File: src/hdl/eiec_pkg.sv
// Shared types and constants for the external interrupt edge controller.
// No dependencies; imported by the controller top level.
package eiec_pkg;

  localparam int LINE_W        = 16;  // width of every per-line field
  localparam int DEF_NUM_LINES = 16;  // default number of implemented lines
  localparam int NUM_PORTS     = 4;   // ports that a source select may name
  localparam int PORT_INPUTS   = 4;   // port level inputs on the block
  localparam int PORT_SEL_W    = $clog2(PORT_INPUTS);
  localparam int SEL_W         = 8;   // one source select field
  localparam int SEL_LIMIT     = (NUM_PORTS < PORT_INPUTS) ? NUM_PORTS : PORT_INPUTS;
  localparam int SRC_REG_W     = 32;
  localparam int SELS_PER_REG  = SRC_REG_W / SEL_W;
  localparam int CFG_IDX_W     = 3;
  localparam int LINE_IDX_W    = 4;
  localparam int GROUP_HI_LOW  = 4;   // first line of the shared 4-15 group

  typedef enum logic [CFG_IDX_W-1:0] {
    REG_SOURCE_0_3      = 3'd0,
    REG_SOURCE_4_7      = 3'd1,
    REG_SOURCE_8_11     = 3'd2,
    REG_SOURCE_12_15    = 3'd3,
    REG_RISING_ENABLE   = 3'd4,
    REG_FALLING_ENABLE  = 3'd5,
    REG_INTERRUPT_EN    = 3'd6,
    REG_EVENT_ENABLE    = 3'd7
  } cfg_reg_t;

  typedef enum logic {
    REQ_SAMPLE = 1'b0,
    REQ_CLEAR  = 1'b1
  } req_type_t;

endpackage

File: src/hdl/external_interrupt_edge_controller.sv
// A request accepted into stage 1 moves on into the result register once that register is empty or being taken.
// Throughput: one request per cycle; the input register feeds one pass of edge logic
// into the result register, and a stalled result backs up stage 1 and then the input.
// Reset (rst, synchronous): all configuration registers, previous levels and
// pending bits clear to zero; both pipeline stages empty.
// Depends on eiec_pkg.
module external_interrupt_edge_controller #(
  parameter int NUM_LINES = eiec_pkg::DEF_NUM_LINES
) (
  input  logic                              clk,
  input  logic                              rst,
  // configuration write channel
  input  logic                              cfg_valid,
  output logic                              cfg_ready,
  input  logic [eiec_pkg::CFG_IDX_W-1:0]    cfg_index,
  input  logic [eiec_pkg::SRC_REG_W-1:0]    cfg_data,
  // request channel
  input  logic                              in_valid,
  output logic                              in_stall,
  input  logic                              req_type,
  input  logic [eiec_pkg::LINE_W-1:0]       port0_levels,
  input  logic [eiec_pkg::LINE_W-1:0]       port1_levels,
  input  logic [eiec_pkg::LINE_W-1:0]       port2_levels,
  input  logic [eiec_pkg::LINE_W-1:0]       port3_levels,
  input  logic [eiec_pkg::LINE_W-1:0]       clear_rising,
  input  logic [eiec_pkg::LINE_W-1:0]       clear_falling,
  // result channel
  output logic                              out_valid,
  input  logic                              out_stall,
  output logic [eiec_pkg::LINE_W-1:0]       rising_pending_out,
  output logic [eiec_pkg::LINE_W-1:0]       falling_pending_out,
  output logic                              irq_group_0_1,
  output logic                              irq_group_2_3,
  output logic                              irq_group_4_15,
  output logic [eiec_pkg::LINE_IDX_W-1:0]   first_line_4_15,
  output logic                              event_pulse
);
  import eiec_pkg::*;

  // ---------------------------------------------------------------------------
  // Configuration registers. Writes are always taken; the source registers are
  // kept as one select byte per line so each line reads its own field.
  // ---------------------------------------------------------------------------
  logic [SEL_W-1:0]  line_sel [LINE_W];
  logic [LINE_W-1:0] rising_enable;
  logic [LINE_W-1:0] falling_enable;
  logic [LINE_W-1:0] interrupt_enable;
  logic [LINE_W-1:0] event_enable;

  assign cfg_ready = 1'b1;

  always_ff @(posedge clk) begin
    if (rst) begin
      for (int l = 0; l < LINE_W; l++) begin
        line_sel[l] <= '0;
      end
      rising_enable    <= '0;
      falling_enable   <= '0;
      interrupt_enable <= '0;
      event_enable     <= '0;
    end else if (cfg_valid && cfg_ready) begin
      unique case (cfg_reg_t'(cfg_index))
        REG_SOURCE_0_3, REG_SOURCE_4_7, REG_SOURCE_8_11, REG_SOURCE_12_15: begin
          // four select bytes land on four consecutive lines
          for (int k = 0; k < SELS_PER_REG; k++) begin
            line_sel[{cfg_index[1:0], k[1:0]}] <= cfg_data[k*SEL_W +: SEL_W];
          end
        end
        REG_RISING_ENABLE:  rising_enable    <= cfg_data[LINE_W-1:0];
        REG_FALLING_ENABLE: falling_enable   <= cfg_data[LINE_W-1:0];
        REG_INTERRUPT_EN:   interrupt_enable <= cfg_data[LINE_W-1:0];
        REG_EVENT_ENABLE:   event_enable     <= cfg_data[LINE_W-1:0];
        default: ;
      endcase
    end
  end

  // ---------------------------------------------------------------------------
  // Pipeline control. Stage 1 holds the accepted request; it moves on into the
  // result register whenever that register is empty or being taken.
  // ---------------------------------------------------------------------------
  logic s1_valid;
  logic advance;

  assign advance  = !out_valid || !out_stall;
  assign in_stall = s1_valid && !advance;

  // Stage 1 payload: captured on every free cycle, no reset needed.
  logic              s1_req;
  logic [LINE_W-1:0] s1_port [PORT_INPUTS];
  logic [LINE_W-1:0] s1_clear_rise;
  logic [LINE_W-1:0] s1_clear_fall;

  always_ff @(posedge clk) begin
    if (rst) begin
      s1_valid <= 1'b0;
    end else if (!in_stall) begin
      s1_valid <= in_valid;
    end
  end

  always_ff @(posedge clk) begin
    if (!in_stall) begin
      s1_req        <= req_type;
      s1_port[0]    <= port0_levels;
      s1_port[1]    <= port1_levels;
      s1_port[2]    <= port2_levels;
      s1_port[3]    <= port3_levels;
      s1_clear_rise <= clear_rising;
      s1_clear_fall <= clear_falling;
    end
  end

  // ---------------------------------------------------------------------------
  // Edge logic: route each line to its selected port pin, find edges against
  // the previous sample, update pending bits.
  // ---------------------------------------------------------------------------
  logic [NUM_LINES-1:0] previous_levels;
  logic [NUM_LINES-1:0] rising_pending;
  logic [NUM_LINES-1:0] falling_pending;

  logic [NUM_LINES-1:0] cur_levels;
  logic [NUM_LINES-1:0] rise_edges;
  logic [NUM_LINES-1:0] fall_edges;
  logic [NUM_LINES-1:0] previous_levels_next;
  logic [NUM_LINES-1:0] rising_pending_next;
  logic [NUM_LINES-1:0] falling_pending_next;
  logic                 event_next;

  always_comb begin
    for (int l = 0; l < NUM_LINES; l++) begin
      // a select naming no existing port reads as a low pin
      cur_levels[l] = 1'b0;
      if (line_sel[l] < SEL_W'(SEL_LIMIT)) begin
        cur_levels[l] = s1_port[line_sel[l][PORT_SEL_W-1:0]][l];
      end
    end
  end

  assign rise_edges = ~previous_levels & cur_levels & rising_enable[NUM_LINES-1:0];
  assign fall_edges = previous_levels & ~cur_levels & falling_enable[NUM_LINES-1:0];

  always_comb begin
    if (req_type_t'(s1_req) == REQ_CLEAR) begin
      // clear: drop pending bits under the write-one-to-clear masks, keep levels
      previous_levels_next = previous_levels;
      rising_pending_next  = rising_pending & ~s1_clear_rise[NUM_LINES-1:0];
      falling_pending_next = falling_pending & ~s1_clear_fall[NUM_LINES-1:0];
      event_next           = 1'b0;
    end else begin
      previous_levels_next = cur_levels;
      rising_pending_next  = rising_pending | rise_edges;
      falling_pending_next = falling_pending | fall_edges;
      event_next           = |((rise_edges | fall_edges) & event_enable[NUM_LINES-1:0]);
    end
  end

  // Group outputs and the lowest pending line of the shared group.
  logic [LINE_W-1:0]     pend_next;
  logic [LINE_W-1:0]     masked_next;
  logic [LINE_IDX_W-1:0] first_next;

  assign pend_next   = LINE_W'(rising_pending_next | falling_pending_next);
  assign masked_next = pend_next & interrupt_enable;

  always_comb begin
    first_next = '0;
    // scan downward so the lowest set line wins
    for (int l = LINE_W - 1; l >= GROUP_HI_LOW; l--) begin
      if (pend_next[l]) begin
        first_next = LINE_IDX_W'(l);
      end
    end
  end

  // ---------------------------------------------------------------------------
  // State and result register: both load together as a request leaves stage 1,
  // so the pending state always equals the pending bits shown on the output.
  // ---------------------------------------------------------------------------
  always_ff @(posedge clk) begin
    if (rst) begin
      out_valid       <= 1'b0;
      previous_levels <= '0;
      rising_pending  <= '0;
      falling_pending <= '0;
    end else if (advance) begin
      out_valid <= s1_valid;
      if (s1_valid) begin
        previous_levels <= previous_levels_next;
        rising_pending  <= rising_pending_next;
        falling_pending <= falling_pending_next;
      end
    end
  end

  always_ff @(posedge clk) begin
    if (advance && s1_valid) begin
      irq_group_0_1   <= |masked_next[1:0];
      irq_group_2_3   <= |masked_next[3:2];
      irq_group_4_15  <= |masked_next[LINE_W-1:GROUP_HI_LOW];
      first_line_4_15 <= first_next;
      event_pulse     <= event_next;
    end
  end

  assign rising_pending_out  = LINE_W'(rising_pending);
  assign falling_pending_out = LINE_W'(falling_pending);

endmodule

File: config.mk
export PLATFORM = sky130hd
export DESIGN_NAME = external_interrupt_edge_controller
export DESIGN_NICKNAME = d
export VERILOG_FILES = /design/src/hdl/eiec_pkg.sv /design/src/hdl/external_interrupt_edge_controller.sv
export SDC_FILE = /design/constraint.sdc
export NUM_CORES = 1
export LEC_CHECK = 0
export BUFFER_PORTS_ARGS = -buffer_cell sky130_fd_sc_hd__buf_2
export CORE_UTILIZATION = 45
export CTS_CLUSTER_DIAMETER = 200
export CTS_CLUSTER_SIZE = 14
export DETAILED_ROUTE_END_ITERATION = 10
export MAX_ROUTING_LAYER = met4
export PLACE_DENSITY = 0.67
export REMOVE_ABC_BUFFERS = 1
export SKIP_LAST_GASP = 1
export SYNTH_ARGS = -nofsm -noshare
export SYNTH_HDL_FRONTEND = slang
export SYNTH_SLANG_ARGS = --single-unit
File: constraint.sdc
create_clock -name clk -period 3.9 [get_ports clk]
set_clock_uncertainty 0.1 [all_clocks]
set_input_delay 0.585 -clock clk [delete_from_list [all_inputs] [get_ports clk]]
set_output_delay 0.585 -clock clk [all_outputs]
set_load 0.01 [all_outputs]
==> results.md, run 1 <==
- Status: completed
- Instance count of the mapped netlist: 1,188
- Largest net degree at the start of global routing: 85
- Crit path DAT: 3.18 ns
- Die Y-Extent: 178 µm
- DRC viols: 0
- Main synth FF type: edfxtp_1
- Leak: 5.87 nW
- Tot Pwr: 0.00715 W
- Max Root-Sink Buffers: 3
- Slew Viols, Final: 0
- Total Routed Length: 34,300 µm
- Area growth syn-to-layout: 15.4%
- Vias in the first global route: 9,337
- Worst slack, placed: 1.01 ns
- Worst-margin pin slew: 1.17 ns
- Hold buffers post-CTS: 0
- NumNets Final: 1,498
- Total track usage: 22.5%
- CTS HTree Levels: 1
- Post-Syn Area: 14,000 µm²
- Rows: 64
- Multi-input gate area: 4490 µm²
- Initial drt markers: 813
- Pwr Density: 442 nW/µm²
- Final GP Congestion: 0.886
- Worst Hold Path EP: s1_port[3][15]
- Die Area: 31,800 µm²
- Fin worst setup slack: 0.923 ns
- Avg Synthesized Cell Area: 11.8 µm²
- CTS buffer count: 28
- Post-CTS sizing: 0
- CP max stage delay: 0.75 ns
- Via count: 9,675
- CP Cell Sequence: inv_1 > a32o_1 > a221o_1 > a22oi_2 > o2111ai_1 > or4_1
- CTS tree: done
- Total grt overflow: 0
- Final Hold Fails: 0
- ANT nets after route: 0
- Type of origin of the critical path: flip-flop
- IO buf count: 178
- Tmin final: 2.98 ns
- CTS clk-pin slew, worst paths: 0.07 ns
- Die Span X: 178 µm
- Post-CTS Setup Repair Bufs: 0
- Worst R2R End: irq_group_4_15
- #FFs+latches synth: 347
- DR vias/cell: 5.44
- Yosys warns: 0
- Hpwl dp: 23,400 µm
- FF-to-FF Start: s1_req
- Share of layout cells above drive strength 1: 19.5%
- WS Path Type: reg -> reg
- Initial antenna violation count: 3
- Max-cap violations: 0
- Clock Latency Late Sink: 0.56 ns
- Worst hold margin: 0.0950 ns
- Std-Cell Core Area: 30,600 µm²
- FMAX: 336 MHz
- Critical path endpoint category: flip-flop
- Synth async-reset ratio: 0%
- Slowest stage cell on the critical path: edfxtp_1
- Hold Startpoint: port3_levels[15]
- I/O Pins: 180
- Root Buffer: clkbuf_16
- Setup violators final: 0
- Sequential area share after synthesis: 66.2%
- DR WL/cell: 19.3 µm
- Register Area: 9280 µm²
- CTS Sinks: 347
- FILL cells: 2,693
- RSZ-0062 raised after global routing: false
- Count of cell types in the netlist: 71
- First-pass GRT wire length: 52,500 µm
- Most common cell after layout, fill and taps aside: edfxtp_1
- EDFF count, synth: 233
- Hold WC Path Type: in -> reg
- CP required: 4.10 ns
- Max-slew headroom: 21.7%
- Tcrit/Tclk final: 76.3%
- Path depth of the worst reg2reg path: 6
- Initial Util: 45.8%
- Worst VDD drop: 0.000393 V
- DR pass1 iterations: 5
- Worst reg2reg setup slack: 0.92 ns
- Critical path fanouts, max: 18
- Worst Hold Depth: 1
- Commonest non-fill, non-tap cells in the layout: 233 x edfxtp_1, 214 x nand2_1, 177 x buf_2, 129 x and2_1
## synth_stat cells (3+ instances only)
| cell type | instances | area share (%) |
|---|---|---|
| buf_4 | 3 | 0.16 |
| o31ai_1 | 4 | 0.21 |
| mux4_2 | 16 | 2.6 |
| clkbuf_1 | 48 | 1.3 |
| a2bb2oi_1 | 7 | 0.44 |
| a31oi_1 | 4 | 0.18 |
| a21boi_0 | 3 | 0.16 |
| a41oi_1 | 9 | 0.56 |
| a211oi_1 | 6 | 0.32 |
| mux2i_1 | 10 | 0.71 |
| nand4b_1 | 3 | 0.19 |
| o31a_1 | 3 | 0.19 |
| or2_2 | 6 | 0.27 |
| o21ai_0 | 10 | 0.36 |
| edfxtp_1 | 233 | 50 |
| inv_1 | 14 | 0.38 |
| nor2b_1 | 4 | 0.18 |
| nand4_1 | 10 | 0.45 |
| nor3_1 | 13 | 0.46 |
| nor4_1 | 16 | 0.71 |
| nand3_1 | 25 | 0.89 |
| a21oi_1 | 114 | 4.1 |
| nand3b_1 | 3 | 0.16 |
| a22oi_1 | 7 | 0.38 |
| nor3b_1 | 7 | 0.38 |
| nand2_1 | 214 | 5.7 |
| a311o_1 | 4 | 0.29 |
| dfxtp_1 | 114 | 16 |
| and2_1 | 129 | 5.8 |
| and4_1 | 3 | 0.19 |
| nor2_1 | 83 | 2.2 |
| nand2b_1 | 13 | 0.58 |
| nand3_2 | 3 | 0.21 |
| buf_2 | 3 | 0.11 |
## final cells by class
type,instances,share of cell area (%)
Sequential cell,347,57.4
Timing Repair Buffer,198,6.46
Tap cell,396,3.07
Multi-Input combinational cell,772,27.8
Clock buffer,49,4.82
Clock inverter,2,0.132
Antenna cell,2,0.0310
Inverter,14,0.325
## worst max path at each step
stage	slack (ns)	to	startpoint	cells past startpoint
3_5_place_dp	1.01	irq_group_4_15	s1_req	6
5_1_grt	0.81	irq_group_4_15	s1_req	8
4_1_cts	0.97	irq_group_4_15	s1_req	6
3_3_place_gp	1.06	irq_group_4_15	s1_req	6
6_report	0.92	irq_group_4_15	s1_req	6
2_1_floorplan	-0.26	in_stall	out_stall	2
## critical path, delay by kind of cell (launching register included)
| family | cells | cell delay, ns |
|---|---|---|
| AO/OA/AOI/OAI | 4 | 1.02 |
| flip-flops | 1 | 0.75 |
| buffers and inverters | 1 | 0.42 |
| AND/OR/NAND/NOR | 1 | 0.42 |
## cell families after synthesis
logic type	synth area share (%)
multiplexers	3.47
flip-flops	66.2
AO/OA/AOI/OAI	9.11
other	0.0268
AND/OR/NAND/NOR	19.2
buffers and inverters	1.96
## state kept, by name (all words and copies together) (netlist names)
register / flops
line_sel: 128
previous_levels: 16
s1_valid: 1
falling_enable: 16
event_pulse: 1
interrupt_enable: 16
s1_port: 64
irq_group_2_3: 1
first_line_4_15: 4
s1_clear_rise: 16
s1_req: 1
irq_group_0_1: 1
falling_pending_out: 16
event_enable: 16
rising_pending_out: 16
rising_enable: 16
out_valid: 1
s1_clear_fall: 16
irq_group_4_15: 1
## routing by layer
layer	GRT usage [%]	part of all wire [%]	vias to the layer above
met1	30.2	44	4649
met2	34.5	46	336
met4	7.52	3.1	0
met3	4.11	6.8	70
met5	-	0	-
li1	-	-	4620
## power by group
| part | internal, W | switching, W | leakage [nW] | total [W] |
|---|---|---|---|---|
| clock network | 0.00135 | 0.00127 | 0.381 | 0.00262 |
| logic | 0.000132 | 0.000241 | 2.25 | 0.000373 |
| registers | 0.00409 | 0.0000673 | 3.25 | 0.00415 |
| total | 0.00557 | 0.00158 | 5.87 | 0.00715 |
## through the flow
step	utilization [%]	setup TNS (ns)	std cells	area, µm²
2_1_floorplan	-	-14.42	1133	13800
3_3_place_gp	50.2	0	1727	15400
3_5_place_dp	50.2	0	1727	15400
4_1_cts	52.8	0	1778	16200
5_1_grt	52.8	0	1780	16200
6_report	52.8	0	1780	16200
Note: power is estimated with default switching activity, not from simulation.
==> run 2: changes to the inputs <==
PLACE_DENSITY = 0.65   (was 0.67)
clock period = 2.8 ns   (was 3.9 ns; I/O delays follow)
==> run 2 against run 1 <==
Net effect: wire length rose by 4.0%; total power rose by 41%; sequential share of layout area fell by 3.9 points; sequential cell count did not move; largest cell class unchanged.
==> results.md, run 2 (same netlist as run 1, synthesis figures left out) <==
- DRC viols: 0
- FF-to-FF Start: s1_port[2][14]
- Design Area, Final: 17,400 µm²
- Critical path fanouts, max: 4
- Worst Hold Depth: 2
- Max-cap violations: 0
- Tot Pwr: 0.0101 W
- NumNets Final: 1,610
- Pwr Density: 581 nW/µm²
- Initial antenna violation count: 0
- Std-Cell Core Area: 30,600 µm²
- RSZ-0062 raised after global routing: true
- Leak: 6.39 nW
- Root Buffer: clkbuf_16
- Hold WC Path Type: in -> reg
- Vias in the first global route: 9,664
- I/O Pins: 180
- Final GP Congestion: 0.919
- Most common cell after layout, fill and taps aside: edfxtp_1
- Critical path endpoint category: flip-flop
- Die Area: 31,800 µm²
- Via count: 10,022
- Setup violators final: 0
- Max Root-Sink Buffers: 3
- CTS clk-pin slew, worst paths: 0.07 ns
- Initial Util: 45.8%
- Worst-margin pin slew: 1.22 ns
- Worst Hold Path EP: falling_enable[15]
- Largest regs: line_sel: 128 flops, s1_port: 64 flops
- Antenna Cells: 0
- First-pass GRT wire length: 54,600 µm
- Type of origin of the critical path: flip-flop
- Initial drt markers: 769
- FMAX: 385 MHz
- CP required: 2.98 ns
- ANT nets after route: 0
- WS Path Type: reg -> reg
- Share of layout cells above drive strength 1: 19.1%
- Hpwl dp: 24,000 µm
- Worst reg2reg setup slack: 0.20 ns
- DR pass1 iterations: 5
- Status: completed
- IO buf count: 178
- DR WL/cell: 18.9 µm
- Path depth of the worst reg2reg path: 6
- Die Span X: 178 µm
- Total Routed Length: 35,700 µm
- Tmin final: 2.60 ns
- Worst R2R End: event_pulse
- Slew Viols, Final: 0
- CTS HTree Levels: 1
- Post-CTS Setup Repair Bufs: 0
- CTS buffer count: 28
- Hold Startpoint: rst
- Tcrit/Tclk final: 92.7%
- Crit path DAT: 2.77 ns
- Max-slew headroom: 18.6%
- Commonest non-fill, non-tap cells in the layout: 233 x edfxtp_1, 214 x nand2_1, 177 x buf_2, 129 x and2_1
- DR vias/cell: 5.30
- Area growth syn-to-layout: 23.8%
- Biggest register: line_sel
- Clock Latency Late Sink: 0.56 ns
- Final Hold Fails: 0
- Die Y-Extent: 178 µm
- CTS tree: done
- Area post-placement: 15,600 µm²
- Max reg flops: 128
- Worst VDD drop: 0.000492 V
- Total grt overflow: 0
- Rows: 64
- Largest net degree at the start of global routing: 110
- CTS Sinks: 347
- Total track usage: 23.4%
-- run 2: cell types whose count changed in the layout (fill, tap and decap cells not counted), sizes merged --
cell | previous run | this run
diode | 2 | 0
dlygate4sd3 | 0 | 98
buf | 198 | 212
clkbuf | 49 | 50
-- run 2: timing repair --
item                                    4_1_cts  5_1_grt
endpoints found under the setup margin        0        3
hold buffers                                 98        0
endpoints found under the hold margin        98        0
gates resized for setup                       0        2
-- run 2: area by class of cell --
type	instances	area, µm²
clock inverter	2	21.3
timing repair buffer	310	2220
sequential	347	9280
clock buffer	50	783
tap	396	495
multi-input combinational	772	4500
fill	2587	13200
inverter	14	52.6
-- run 2: routing by layer --
layer	routed length, µm	track usage, %	share of wire [%]	vias to the layer above
li1	-	-	-	4840
met1	15900	31.8	44	4824
met2	16700	36.7	47	314
met3	2410	4.11	6.7	44
met4	705	4.98	2.0	0
met5	0	-	0	-
-- run 2: worst max path at each step --
stage,start,endpoint,slack [ns],cells past startpoint
2_1_floorplan,out_valid,s1_clear_fall[0],-1.09,1
3_3_place_gp,line_sel[3][21],event_pulse,0.22,6
3_5_place_dp,line_sel[3][20],event_pulse,0.16,6
4_1_cts,line_sel[3][20],event_pulse,0.11,6
5_1_grt,line_sel[3][21],event_pulse,-0.06,6
6_report,s1_port[2][14],event_pulse,0.20,6
-- run 2: through the flow --
step,cells,worst slack [ns],hold slack (ns),util (%),TNS (ns)
floorplan,1133,-1.09,0.326,-,-138.88
global placement,1741,0.219,0.337,50.9,0
detailed placement,1741,0.161,0.345,50.9,0
CTS,1891,0.111,0.0000428,56.7,0
global route,1891,-0.0612,0.0215,56.7,-0.0612
finish,1891,0.204,0.0230,56.7,0
-- run 2: power by group --
| group | switching [W] | total (W) | internal, W | leakage [nW] |
|---|---|---|---|---|
| Sequential | 0.0000867 | 0.00578 | 0.00569 | 3.25 |
| Combinational | 0.000361 | 0.000655 | 0.000294 | 2.76 |
| Clock | 0.00176 | 0.00365 | 0.00189 | 0.382 |
| Total | 0.00221 | 0.0101 | 0.00787 | 6.39 |
-- run 2: critical path: stages, from the launching register on --
cell,delay (ns)
edfxtp_1,0.40
mux4_2,0.54
and4_4,0.19
a31o_1,0.19
a2111oi_0,0.49
and3_1,0.29
a31oi_1,0.11
